===== src/rtl/core/rsti_pkg.sv =====
package rsti_pkg;

   localparam int CHAR_BITS = 8;
   localparam int CSR_DATA_BITS = 64;
   localparam int CSR_ADDR_BITS = 5;

   // Register indexes, taken from paddr[4:3] (registers sit on 8-byte strides)
   localparam logic [1:0] REG_BASE_LEN      = 2'd0;
   localparam logic [1:0] REG_ALPHABET_LOW  = 2'd1;
   localparam logic [1:0] REG_ALPHABET_HIGH = 2'd2;

   localparam int BASE_LEN_BITS = 5;
   localparam logic [BASE_LEN_BITS-1:0] BASE_LEN_RESET = 5'd10;
   localparam logic [BASE_LEN_BITS-1:0] MIN_BASE       = 5'd2;
   // "01234567" and "89", symbol 0 in the lowest byte
   localparam logic [63:0] ALPHABET_LOW_RESET  = 64'h3736_3534_3332_3130;
   localparam logic [63:0] ALPHABET_HIGH_RESET = 64'h0000_0000_0000_3938;

   localparam logic [CHAR_BITS-1:0] CH_NUL   = 8'h00;
   localparam logic [CHAR_BITS-1:0] CH_TAB   = 8'h09;
   localparam logic [CHAR_BITS-1:0] CH_LF    = 8'h0A;
   localparam logic [CHAR_BITS-1:0] CH_VT    = 8'h0B;
   localparam logic [CHAR_BITS-1:0] CH_FF    = 8'h0C;
   localparam logic [CHAR_BITS-1:0] CH_CR    = 8'h0D;
   localparam logic [CHAR_BITS-1:0] CH_SPACE = 8'h20;
   localparam logic [CHAR_BITS-1:0] CH_PLUS  = 8'h2B;
   localparam logic [CHAR_BITS-1:0] CH_MINUS = 8'h2D;

endpackage


===== src/rtl/core/rsti_digit_match.sv =====
module rsti_digit_match
   import rsti_pkg::*;
#(
   parameter int MAX_SYMBOLS = 16
) (
   input  logic [CHAR_BITS-1:0]               ch,
   input  logic [MAX_SYMBOLS*CHAR_BITS-1:0]   symbols,
   input  logic [$clog2(MAX_SYMBOLS+1)-1:0]   base,
   output logic                               hit,
   output logic [$clog2(MAX_SYMBOLS)-1:0]     index
);

   localparam int BASE_BITS  = $clog2(MAX_SYMBOLS + 1);
   localparam int INDEX_BITS = $clog2(MAX_SYMBOLS);

   logic [MAX_SYMBOLS-1:0] match;

   // One comparator per symbol slot; slots at or above the base never match
   always_comb begin
      for (int k = 0; k < MAX_SYMBOLS; k++) begin
         match[k] = (BASE_BITS'(k) < base) && (ch != CH_NUL) &&
                    (symbols[k*CHAR_BITS +: CHAR_BITS] == ch);
      end
   end

   // Lowest matching slot wins when the alphabet repeats a symbol
   always_comb begin
      hit   = 1'b0;
      index = '0;
      for (int k = MAX_SYMBOLS - 1; k >= 0; k--) begin
         if (match[k]) begin
            hit   = 1'b1;
            index = INDEX_BITS'(k);
         end
      end
   end

endmodule


===== src/rtl/core/radix_string_to_integer_core.sv =====
// Result: the parsed value is registered into the output slot, or into the spare slot while rsp
//   is stalled, on the transfer of the character marked last; characters not marked last give no result.
// Throughput: one character per cycle (combinational compare and multiply-add); a second
//   result slot absorbs rsp stalls, and input stalls only while both slots are full.
// Reset (synchronous, active high): parser back to leading whitespace, sign positive,
//   accumulator zero, no result pending; base 10 with alphabet "0123456789".
module radix_string_to_integer_core
   import rsti_pkg::*;
#(
   parameter int MAX_SYMBOLS = 16,
   parameter int VALUE_BITS  = 32
) (
   input  logic                               clock,
   input  logic                               reset,

   // Character stream
   input  logic                               req_tvalid,
   output logic                               req_tready,
   input  logic [CHAR_BITS-1:0]               req_tdata,   // [7:0] ch
   input  logic                               req_tlast,   // last character of the string

   // Parsed values
   output logic                               rsp_tvalid,
   input  logic                               rsp_tready,
   output logic [((VALUE_BITS+7)/8)*8-1:0]    rsp_tdata,   // [VALUE_BITS-1:0] value, zero pad

   // Register port
   input  logic                               csr_psel,
   input  logic                               csr_penable,
   input  logic                               csr_pwrite,
   input  logic [CSR_ADDR_BITS-1:0]           csr_paddr,
   input  logic [CSR_DATA_BITS-1:0]           csr_pwdata,
   output logic [CSR_DATA_BITS-1:0]           csr_prdata,
   output logic                               csr_pready
);

   localparam int BASE_BITS  = $clog2(MAX_SYMBOLS + 1);
   localparam int INDEX_BITS = $clog2(MAX_SYMBOLS);
   localparam int DATA_BITS  = ((VALUE_BITS + 7) / 8) * 8;

   typedef enum logic [1:0] {
      PH_SPACE,
      PH_SIGN,
      PH_DIGIT,
      PH_DONE
   } phase_type;

   // ------------------------------------------------------------------
   // Configuration registers
   // ------------------------------------------------------------------
   logic [BASE_LEN_BITS-1:0] base_len_ff;
   logic [63:0]              alphabet_low_ff;
   logic [63:0]              alphabet_high_ff;
   logic                     csr_write;
   logic [1:0]               csr_index;

   assign csr_pready = 1'b1;
   assign csr_write  = csr_psel & csr_penable & csr_pwrite & csr_pready;
   assign csr_index  = csr_paddr[4:3];

   always_ff @(posedge clock) begin
      if (reset) begin
         base_len_ff      <= BASE_LEN_RESET;
         alphabet_low_ff  <= ALPHABET_LOW_RESET;
         alphabet_high_ff <= ALPHABET_HIGH_RESET;
      end else if (csr_write) begin
         case (csr_index)
            REG_BASE_LEN:      base_len_ff      <= csr_pwdata[BASE_LEN_BITS-1:0];
            REG_ALPHABET_LOW:  alphabet_low_ff  <= csr_pwdata;
            REG_ALPHABET_HIGH: alphabet_high_ff <= csr_pwdata;
            default: ;  // hole in the map: drop the write
         endcase
      end
   end

   always_comb begin
      case (csr_index)
         REG_BASE_LEN:      csr_prdata = CSR_DATA_BITS'(base_len_ff);
         REG_ALPHABET_LOW:  csr_prdata = alphabet_low_ff;
         REG_ALPHABET_HIGH: csr_prdata = alphabet_high_ff;
         default:           csr_prdata = '0;
      endcase
   end

   // Clamp the programmed base into [2, MAX_SYMBOLS]
   logic [BASE_BITS-1:0] base_eff;

   always_comb begin
      if (base_len_ff < MIN_BASE) begin
         base_eff = BASE_BITS'(MIN_BASE);
      end else if (base_len_ff > BASE_LEN_BITS'(MAX_SYMBOLS)) begin
         base_eff = BASE_BITS'(MAX_SYMBOLS);
      end else begin
         base_eff = BASE_BITS'(base_len_ff);
      end
   end

   // ------------------------------------------------------------------
   // Digit lookup
   // ------------------------------------------------------------------
   logic [127:0]            alphabet_all;
   logic                    digit_hit;
   logic [INDEX_BITS-1:0]   digit_index;

   assign alphabet_all = {alphabet_high_ff, alphabet_low_ff};

   rsti_digit_match #(
      .MAX_SYMBOLS (MAX_SYMBOLS)
   ) u_digit_match (
      .ch      (req_tdata),
      .symbols (alphabet_all[MAX_SYMBOLS*CHAR_BITS-1:0]),
      .base    (base_eff),
      .hit     (digit_hit),
      .index   (digit_index)
   );

   // ------------------------------------------------------------------
   // Parse state update
   // ------------------------------------------------------------------
   phase_type               phase_ff,    phase_in;
   logic                    negative_ff, negative_in;
   logic [VALUE_BITS-1:0]   acc_ff,      acc_in;
   logic [VALUE_BITS-1:0]   acc_step;
   logic [VALUE_BITS-1:0]   value_ff,    value_in;
   logic [VALUE_BITS-1:0]   skid_value_ff;
   logic                    rsp_valid_ff;
   logic                    skid_valid_ff;
   logic                    req_xfer;
   logic                    rsp_xfer;
   logic                    load_result;
   logic                    out_hold;

   // A new character may enter while the spare result slot is free
   assign req_tready  = ~skid_valid_ff;
   assign req_xfer    = req_tvalid & req_tready;
   assign rsp_xfer    = rsp_valid_ff & rsp_tready;
   assign load_result = req_xfer & req_tlast;
   // Output slot keeps its value this cycle: park a new value in the spare slot
   assign out_hold    = rsp_valid_ff & ~rsp_tready;

   // Multiply-add wraps at VALUE_BITS; the multiplicand is at most MAX_SYMBOLS
   assign acc_step = (acc_ff * VALUE_BITS'(base_eff)) + VALUE_BITS'(digit_index);

   // Phases fall through in one character: whitespace -> sign -> digit -> done
   always_comb begin
      phase_in    = phase_ff;
      negative_in = negative_ff;
      acc_in      = acc_ff;

      if (phase_in == PH_SPACE) begin
         if (!(req_tdata inside {CH_TAB, CH_LF, CH_VT, CH_FF, CH_CR, CH_SPACE})) begin
            phase_in = PH_SIGN;
         end
      end
      if (phase_in == PH_SIGN) begin
         if (req_tdata == CH_MINUS) begin
            negative_in = ~negative_ff;
         end else if (req_tdata != CH_PLUS) begin
            phase_in = PH_DIGIT;
         end
      end
      if (phase_in == PH_DIGIT) begin
         if (digit_hit) begin
            acc_in = acc_step;
         end else begin
            phase_in = PH_DONE;
         end
      end

      value_in = negative_in ? (~acc_in + VALUE_BITS'(1)) : acc_in;
   end

   always_ff @(posedge clock) begin
      if (reset) begin
         phase_ff      <= PH_SPACE;
         negative_ff   <= 1'b0;
         acc_ff        <= '0;
         rsp_valid_ff  <= 1'b0;
         skid_valid_ff <= 1'b0;
      end else begin
         if (req_xfer) begin
            if (req_tlast) begin
               // end of string: restart the parser
               phase_ff    <= PH_SPACE;
               negative_ff <= 1'b0;
               acc_ff      <= '0;
            end else begin
               phase_ff    <= phase_in;
               negative_ff <= negative_in;
               acc_ff      <= acc_in;
            end
         end

         if (load_result) begin
            // spare slot is empty here, since input is held while it is full
            if (out_hold) begin
               skid_valid_ff <= 1'b1;
            end else begin
               rsp_valid_ff <= 1'b1;
            end
         end else if (rsp_xfer) begin
            // advance the parked value, if any, into the output slot
            rsp_valid_ff  <= skid_valid_ff;
            skid_valid_ff <= 1'b0;
         end
      end
   end

   // Result payload: hold each value until its transfer on rsp
   always_ff @(posedge clock) begin
      if (load_result && out_hold) begin
         skid_value_ff <= value_in;
      end else if (load_result) begin
         value_ff <= value_in;
      end else if (rsp_xfer && skid_valid_ff) begin
         value_ff <= skid_value_ff;
      end
   end

   assign rsp_tvalid = rsp_valid_ff;
   assign rsp_tdata  = DATA_BITS'(value_ff);

   // ------------------------------------------------------------------
   // Assertions
   // ------------------------------------------------------------------
   a_last_gives_result: assert property (@(posedge clock) disable iff (reset)
      (req_xfer && req_tlast) |=> rsp_tvalid)
      else $error("no result after the last character of a string");

   a_last_restarts_parse: assert property (@(posedge clock) disable iff (reset)
      (req_xfer && req_tlast) |=> (phase_ff == PH_SPACE && !negative_ff && acc_ff == '0))
      else $error("parser not restarted after the end of a string");

   a_done_is_sticky: assert property (@(posedge clock) disable iff (reset)
      (phase_ff == PH_DONE && !(req_xfer && req_tlast))
         |=> (phase_ff == PH_DONE && $stable(acc_ff) && $stable(negative_ff)))
      else $error("parse state moved after the first non-digit");

   a_spare_needs_output: assert property (@(posedge clock) disable iff (reset)
      skid_valid_ff |-> rsp_valid_ff)
      else $error("spare result slot full while the output slot is empty");

endmodule


===== config.mk =====
export PLATFORM = sky130hd
export DESIGN_NAME = radix_string_to_integer_core
export DESIGN_NICKNAME = d
export VERILOG_FILES = /design/src/rtl/core/rsti_pkg.sv /design/src/rtl/core/rsti_digit_match.sv /design/src/rtl/core/radix_string_to_integer_core.sv
export SDC_FILE = /design/constraint.sdc
export NUM_CORES = 1
export LEC_CHECK = 0
export ABC_AREA = 1
export BUFFER_PORTS_ARGS = -buffer_cell sky130_fd_sc_hd__buf_2
export CAP_MARGIN = 5
export CORE_UTILIZATION = 60
export CTS_CLUSTER_DIAMETER = 50
export CTS_CLUSTER_SIZE = 12
export DETAILED_ROUTE_END_ITERATION = 8
export GPL_TIMING_DRIVEN = 0
export PLACE_DENSITY = 0.81
export SKIP_CTS_REPAIR_TIMING = 1
export SLEW_MARGIN = 15
export SYNTH_ARGS = -nofsm -noshare
export SYNTH_HDL_FRONTEND = slang
export SYNTH_SLANG_ARGS = --single-unit

===== constraint.sdc =====
create_clock -name clock -period 7.1 [get_ports clock]
set_input_delay 1.065 -clock clock [delete_from_list [all_inputs] [get_ports clock]]
set_output_delay 1.065 -clock clock [all_outputs]
set_load 0.02 [all_outputs]

==> summary.txt <==
Layout
  – Antenna cells: 0
  – Non-filler cells, final: 3192
  – Post-layout nets: 3021
  – P&R area growth vs syn: 13.10%
  – Layout cells sized above 1: 11.57%
  – Fill count: 2571
  – Final Cell Area: 0.02021 sq mm

Drt
  – WL/cell: 19.59 um
  – Antenna Nets Post-Route: 0
  – First DRT Iteration DRCs: 2216
  – Vias/cell: 5.794
  – DR DRC count: 0
  – Drt first pass iters: 6
  – Final WL: 62.54 mm
  – Via count: 18.49k

Worst setup path
  – CP max FO: 10
  – Top Family by Delay on Critical Path: simple AND/OR/NAND/NOR gates
  – Required time of the critical path: 7.40 ns
  – Slowest CP cell: fa_1
  – Reg-to-reg startpoint: base_len_ff[2]
  – Crit path DAT: 7.03 ns
  – R2R setup slack: 0.84 ns
  – Cell count of the worst reg-to-reg path: 25
  – Max incr delay on CP: 0.55 ns
  – RR Endpoint: rsp_tdata[31]
  – Critical path launch point type: input port
  – WP buf/inv: 4
  – Crit. End Element: register
  – CP most frequent cell: nand2_1
  – Crit path kind: input port to register

Clock network
  – Root buf cell: clkbuf_16
  – Clock transition at path regs: 0.06 ns
  – CTS Buf Count: 29
  – Deepest clock path buffer count: 3
  – H-tree depth: 1
  – Number of clock sinks: 234
  – CTS tree: built
  – Worst skew pair latency: 0.58 ns

Synth
  – Ys Warns: 0
  – Post-synth cell types: 53
  – #FFs+latches synth: 234
  – Top-area cell type share of the netlist area: 19.04%
  – Synthesized area per cell: 6.933 sq um
  – Sequential cell area fraction in the yosys report: 29.79%
  – Most used DFF post-synth: dfxtp_1
  – Ys async rst share: 0%
  – Synth area leader: dfxtp_1
  – Ranking of synthesized cells by area: dfxtp_1 (19%), nand2_1 (17%), edfxtp_1 (11%), fa_1 (9.6%), nor2_1 (6.2%)
  – Post-synth EDFFs: 64
  – Synth cell count leaders: nand2_1 (810), nor2_1 (293), inv_1 (269)
  – Synthesized cell area: 0.01787 sq mm
  – Syn Nets: 2812
  – Syn Inst Count: 2578
  – Most frequent cell after synthesis: nand2_1

Die
  – Ports: 184
  – Chip width: 174.6 um
  – Core area: 0.02901 sq mm
  – Die ar.: 0.03048 sq mm
  – Row count: 62
  – Overall die height: 174.6 um
  – Starting Density: 61.61%

STA
  – Min cycle time layout: 6.721 ns
  – Fin crit share: 94.67%
  – Skew final: 0.03301 ns
  – Slew @ Worst Pin: 1.117 ns
  – # setup viols final: 0
  – Max Clock Freq: 148.8 MHz
  – RSZ-0062 raised after global routing: false
  – Rel. slew slack: 25.25%
  – Final Hold Fails: 0
  – Fin. max-slew vios: 0

Global route
  – Initial antenna violation count: 0
  – First-pass GRT wire length: 95.85 mm
  – M3 GR Usage: 5.048%
  – Grt total ovfl: 0
  – M2 GR Usage: 69.09%
  – Layer with the highest usage: met2
  – Vias in the first global route: 17.76k
  – Gr usage total: 40.69%
  – Met1 Use GR: 48.96%
  – Pin count of the biggest net entering global routing: 27

Pwr
  – Pwr per Cell Area: 166.5 mW/mm^2
  – Total power: 0.003366 W
  – Leakage: 10.09 nW
  – Worst VDD drop: 0.2159 mV

Placed design
  – Placed Area: 0.01930 sq mm
  – Gpl congestion: 1.034
  – HPWL reported at the end of detailed placement: 48.81 mm
  – Cell count after placement: 3140
  – Input/output buffers: 174

Job
  – Total of max-cap violations: 0

Min path
  – Hold Crit Start: acc_ff[29]
  – Hold Path Sink: acc_ff[29]
  – Hold Path Depth: 2
  – Hold WC Path Type: register to register

Status
  – Status: finished clean
==> through the flow <==
step	util (%)	hold WS (ns)	setup TNS, ns	worst slack [ns]
5_1_grt	69.67	0.5015	0	0.07107
3_3_place_gp	66.26	0.4591	0	0.03939
2_1_floorplan	-	0.4453	0	1.287
6_report	69.67	0.4861	0	0.3788
3_5_place_dp	66.51	0.4741	-0.009648	-0.009648
4_1_cts	69.67	0.4832	0	0.5291
==> tightest hold or removal path, cell delays in order (launching register included) <==
cell and delay [ns]:
dfxtp_1 0.32, nand2_1 0.07, a21oi_1 0.06
==> placed cells by master, fill, tap and decap left out, types with 49 or more instances in the layout <==
cell type,count
buf_2,183
dfxtp_1,170
edfxtp_1,64
clkbuf_1,84
inv_1,269
xnor2_1,49
nor2_1,293
a21oi_1,128
o21ai_0,159
nand3_1,111
fa_1,86
nand2_1,810
ha_1,63
==> cell type report <==
cell class              instances  area, sq um  share of cell area (%)
clock inverters                15        161.4                  0.7985
inverters                     291         1095                   5.416
flip-flops and latches        234         5325                   26.34
multi-input cells            1938        10890                   53.89
plain buffers                 115        578.1                   2.860
repair buffers                178        924.6                   4.574
clock buffers                  37        755.7                   3.739
well taps                     384        480.5                   2.377
==> state kept, by name, summed over array words and instances, names as in the netlist <==
| name | count |
|---|---|
| acc_ff | 32 |
| alphabet_high_ff | 64 |
| alphabet_low_ff | 64 |
| base_len_ff | 5 |
| negative_ff | 1 |
| phase_ff | 2 |
| rsp_tdata | 32 |
| rsp_tvalid | 1 |
| skid_valid_ff | 1 |
| skid_value_ff | 32 |
==> per-layer routing <==
layer  vias up  wire [um]
li1       8612          -
met1      8527      23260
met2      1077      29370
met3       277       5445
met4         0       4460
met5         -          0
==> worst max path at each step <==
stage	start	end	slack [ns]	cells after the start
2_1_floorplan	req_tdata[7]	skid_value_ff[31]	1.29	33
3_3_place_gp	req_tdata[3]	rsp_tdata[31]	0.04	36
3_5_place_dp	req_tdata[3]	rsp_tdata[31]	-0.01	34
4_1_cts	req_tdata[3]	rsp_tdata[31]	0.53	36
5_1_grt	req_tdata[5]	rsp_tdata[31]	0.07	36
6_report	req_tdata[5]	rsp_tdata[31]	0.38	34
==> power breakdown <==
group | switching, W | internal [W] | leakage (nW) | total [W]
sequential | 0.0000168 | 0.00140 | 1.98 | 0.00142
combinational | 0.000350 | 0.000146 | 7.67 | 0.000496
clock | 0.000622 | 0.000833 | 0.438 | 0.00145
==> cell families (layout without fill, tap and decap cells) <==
| family | count (synthesis) | after routing | share of synthesized area [%] |
|---|---|---|---|
| simple gates | 1312 | 1312 | 30.30 |
| other cells | 1 | 1 | 0.02098 |
| buf+inv | 406 | 636 | 9.359 |
| xor+xnor | 91 | 91 | 4.543 |
| flops | 234 | 234 | 29.79 |
| fa+ha+maj | 149 | 149 | 14.04 |
| compound gates | 385 | 385 | 11.94 |
Note: power is estimated with default switching activity, not from simulation.
